==> src/design/bcmp_pkg.sv <==
// ----------------------------------------------------------------------------
// bcmp_pkg
// Shared constants and types for the binomial coefficient modulo prime block.
// ----------------------------------------------------------------------------
package bcmp_pkg;

   // field widths
   localparam int QW = 12;
   localparam int CW = 30;

   // modulus and Barrett reduction constants (mu = floor(2^60 / p))
   localparam logic [29:0] PRIME_MOD  = 30'd1000000007;
   localparam logic [30:0] BARRETT_MU = 31'd1152921496;
   localparam logic [31:0] PRIME_X2   = 32'd2000000014;
   localparam logic [29:0] FERMAT_EXP = 30'd1000000005;

   // modular multiplier latency in cycles
   localparam int MUL_LAT = 4;

   // default table depth
   localparam int DEF_TABLE_SIZE = 4096;

   // build sequencer states
   typedef enum logic [2:0] {
      ST_INIT,
      ST_FACT_MUL,
      ST_FACT_WAIT,
      ST_POW_MUL,
      ST_POW_WAIT,
      ST_INV_MUL,
      ST_INV_WAIT,
      ST_DONE
   } bld_state_type;

endpackage

==> src/design/bcmp_modmul.sv <==
// ----------------------------------------------------------------------------
// bcmp_modmul
// Pipelined a*b mod p with Barrett reduction.
// ----------------------------------------------------------------------------
module bcmp_modmul
   import bcmp_pkg::*;
(
   input  logic          clock,
   input  logic [CW-1:0] op_a,
   input  logic [CW-1:0] op_b,
   output logic [CW-1:0] result
);

   logic [59:0] prod_ff;
   logic [59:0] prod_in;
   logic [61:0] q2;
   logic [30:0] q3_ff;
   logic [31:0] low_ff;
   logic [60:0] qp;
   logic [31:0] rem_ff;
   logic [31:0] rem_in;
   logic [CW-1:0] res_ff;
   logic [CW-1:0] res_in;

   // full product
   assign prod_in = op_a * op_b;

   // quotient estimate
   assign q2 = prod_ff[59:29] * BARRETT_MU;

   // remainder below three times p
   assign qp     = q3_ff * PRIME_MOD;
   assign rem_in = low_ff - qp[31:0];

   // final correction
   always_comb begin
      if (rem_ff >= PRIME_X2) begin
         res_in = CW'(rem_ff - PRIME_X2);
      end else if (rem_ff >= 32'(PRIME_MOD)) begin
         res_in = CW'(rem_ff - 32'(PRIME_MOD));
      end else begin
         res_in = CW'(rem_ff);
      end
   end

   always_ff @(posedge clock) begin
      prod_ff <= prod_in;
      q3_ff   <= q2[61:31];
      low_ff  <= prod_ff[31:0];
      rem_ff  <= rem_in;
      res_ff  <= res_in;
   end

   assign result = res_ff;

endmodule

==> config.mk <==
export PLATFORM = sky130hd
export DESIGN_NAME = bcmp_modmul
export DESIGN_NICKNAME = d
export VERILOG_FILES = /design/src/design/bcmp_pkg.sv /design/src/design/bcmp_modmul.sv
export SDC_FILE = /design/constraint.sdc
export NUM_CORES = 2
export LEC_CHECK = 0
export BUFFER_PORTS_ARGS = -buffer_cell sky130_fd_sc_hd__buf_2
export CORE_MARGIN = 3
export CORE_UTILIZATION = 50
export DETAILED_ROUTE_END_ITERATION = 7
export PLACE_DENSITY_LB_ADDON = 0.2
export SLEW_MARGIN = 20
export SYNTH_ARGS = -nofsm -noshare
export SYNTH_HDL_FRONTEND = slang
export SYNTH_SLANG_ARGS = --single-unit
export TNS_END_PERCENT = 30
==> constraint.sdc <==
create_clock -name clock -period 12.57 [get_ports clock]
set_clock_uncertainty 0.15 [all_clocks]
set_input_delay 3.1425 -clock clock [delete_from_list [all_inputs] [get_ports clock]]
set_output_delay 3.1425 -clock clock [all_outputs]
set_load 0.005 [all_outputs]
==> results.toml <==
[global_route]
antenna_found_initial = 2
grt_pass1_wl_um = 225000
grt_use_total_pct = 24.9
grt_util_met2_pct = 39.3
grt_use_met3_pct = 4.87
grt-ovfl-total = 0
met1_usage_pct = 35.4
grt_max_degree = 31
grt_pass1_vias = 41076
grt.busiest_layer = "met2"

[critical_path]
worstPathArrival_ns = 11.23
start_kind = "input pin"
cp_max_fo = 30
crit_path_max_incr_delay_ns = 0.61
critPathKind = "in2reg"
cp-end-kind = "flop"
cp.required_ns = 12.81
cpMostUsedCell = "fa_1"
critPathSlowestCell = "buf_2"

[run_status]
outcome = "complete, no violations"

[worst_hold_path]
hold_path.class = "reg2reg"

[sta]
rsz0062_at_grt = "false"
fmax_mhz = 91.0
slew_headroom_pct = 38.8
hold_violations = 0
fin_crit_sh_pct = 87.4
drv_slew = 0
worst_pin_slew_ns = 0.916
period_needed_ns = 10.99
hold_slack_ns = 0.175
setup_viol = 0
fin_tns_setup_ns = 0

[layout]
diodes = 0
drive_above_1_share_pct = 3.14
nNetsFinal = 7854
area_growth_pct = 4.27

[detailed_routing]
drt_iter0_markers = 1993
vias = 37308
wl_um = 138000
drc = 0
postRouteAntennaNets = 0
wl_per_cell_um = 19.1
via_per_inst = 5.16
firstDrtPassIters = 5

[synthesis]
synthMuxAreaShare_pct = 0.0560
synth_top_area_cell = "fa_1"
synth.most_common_cell = "inv_1"
synth-async-reset-ratio_pct = 0
synth_area_leaders = "fa_1 45%, ha_1 18%, inv_1 11%"
synthSimpleGateAreaFrac_pct = 10.9
synth_top_area_share_pct = 45.2
synth_fa_ha_area_share_pct = 62.8
ys_warn_count = 0
synth_cell_types = 77
synth-seq-cells = 185
ys_seq_area_share_pct = 6.63
synth_ff_type = "dfxtp_1"
syn-instance-count = 5811
synth_top_family_by_area = "adder cells"
avgSynthCellArea_um2 = 9.61
netlist_top_cells_count = "1,581 x inv_1, 1,261 x fa_1, 784 x ha_1, 506 x and2_1, 474 x nand2_1"
syn_nets = 7917
syn_area_um2 = 55900
synth_compound_area_share_pct = 4.84
synthXorXnorAreaFrac_pct = 2.81
synth_edf_count = 0

[clock_tree]
cts_resized = 0
clk_pin_slew_ns = 0.08
h-tree-depth = 4
cts-root-buf = "clkbuf_16"
cts.sinks = 185
postCtsHoldBufs = 0
cts_setup_buffers = 0
clkLatencyLatePin_ns = 0.46
cts_made_buffers = 17
cts.path.max_buffers = 2
cts_tree = "done"

[placed_design]
gp_congestion = 0.917
hpwl_um = 115000
portBuffers = 90

[die]
die_w_um = 340
io_pins = 91
num_rows = 121
initial_utilization_pct = 50.8
die_y_um = 340
core_um2 = 110000
dieArea_um2 = 116000

[run]
maxCapViolations = 0
[placed cells by master, fill, tap and decap left out, drive strengths merged, types with 5 or more instances in the layout]
master and n:
and2 506, o31ai 5, a21o 59, nand3 33, a21boi 6, and3 15, nand4 16, xor2 50
a31oi 22, clkinv 6, a21oi 147, nand2b 15, nor2b 18, a31o 7, clkbuf 17, nand2 475
fa 1261, o22ai 8, buf 120, o21a 15, xnor2 129, o21bai 18, nor3 20, dfxtp 185
o211ai 13, ha 784, a211oi 13, inv 1589, or2 7, a2111oi 5, o21ai 71, nor2 67
[through the flow]
step / util (%) / cells / setup slack (ns) / instance area (um^2)
after CTS: 53.0 / 7237 / 1.64 / 58200
after global placement: 52.4 / 7205 / 1.25 / 57600
final: 53.0 / 7237 / 1.58 / 58200
after global routing: 53.0 / 7237 / 1.22 / 58200
after detailed placement: 52.4 / 7205 / 1.16 / 57600
after floorplan: - / 5811 / 2.37 / 55900
[registers in the layout, indices dropped and copies added, names as in the netlist]
signal and cells:
prod_ff 60, low_ff 32, result 30, q3_ff 31, rem_ff 32
[critical path, delay by kind of cell]
kind / cells / cell delay (ns)
AND/OR/NAND/NOR: 1 / 0.19
adder cells (fa/ha/maj): 9 / 4.42
XOR/XNOR: 1 / 0.14
buffers and inverters: 6 / 0.86
AO/OA/AOI/OAI: 10 / 2.46
[cells by family (layout without fill, tap and decap cells)]
group / after synthesis / after routing
flip-flops: 185 / 185
adder cells (fa/ha/maj): 2046 / 2046
AO/OA/AOI/OAI: 422 / 422
multiplexers: 3 / 3
XOR/XNOR: 179 / 179
buffers and inverters: 1783 / 1733
AND/OR/NAND/NOR: 1193 / 1193
[metal layers]
layer / vias to the layer above / routed length [um]
met4: 2 / 3670
met3: 175 / 9340
met5: - / 17
met2: 1017 / 61500
li1: 17057 / -
met1: 19057 / 63900
[final cells by class]
type | count | area, um^2
Inverter | 1581 | 5930
Tap cell | 1476 | 1850
Clock buffer | 17 | 425
Multi-Input combinational cell | 3843 | 45400
Sequential cell | 185 | 3700
Clock inverter | 15 | 205
Fill cell | 10187 | 51700
Timing Repair Buffer | 120 | 676
[path summary, 6_finish.rpt]
check / startpoint / to / slack, ns / depth (start not counted)
max: op_a[21] / prod_ff[58] / 1.58 / 27
min reg2reg: prod_ff[10] / low_ff[10] / 0.18 / 0
max reg2reg: prod_ff[46] / q3_ff[29] / 4.49 / 21
min: prod_ff[10] / low_ff[10] / 0.18 / 0
Power is left out: the tool's default activity adds up to more than one toggle a clock period on the data nets, which glitch-free logic cannot reach.
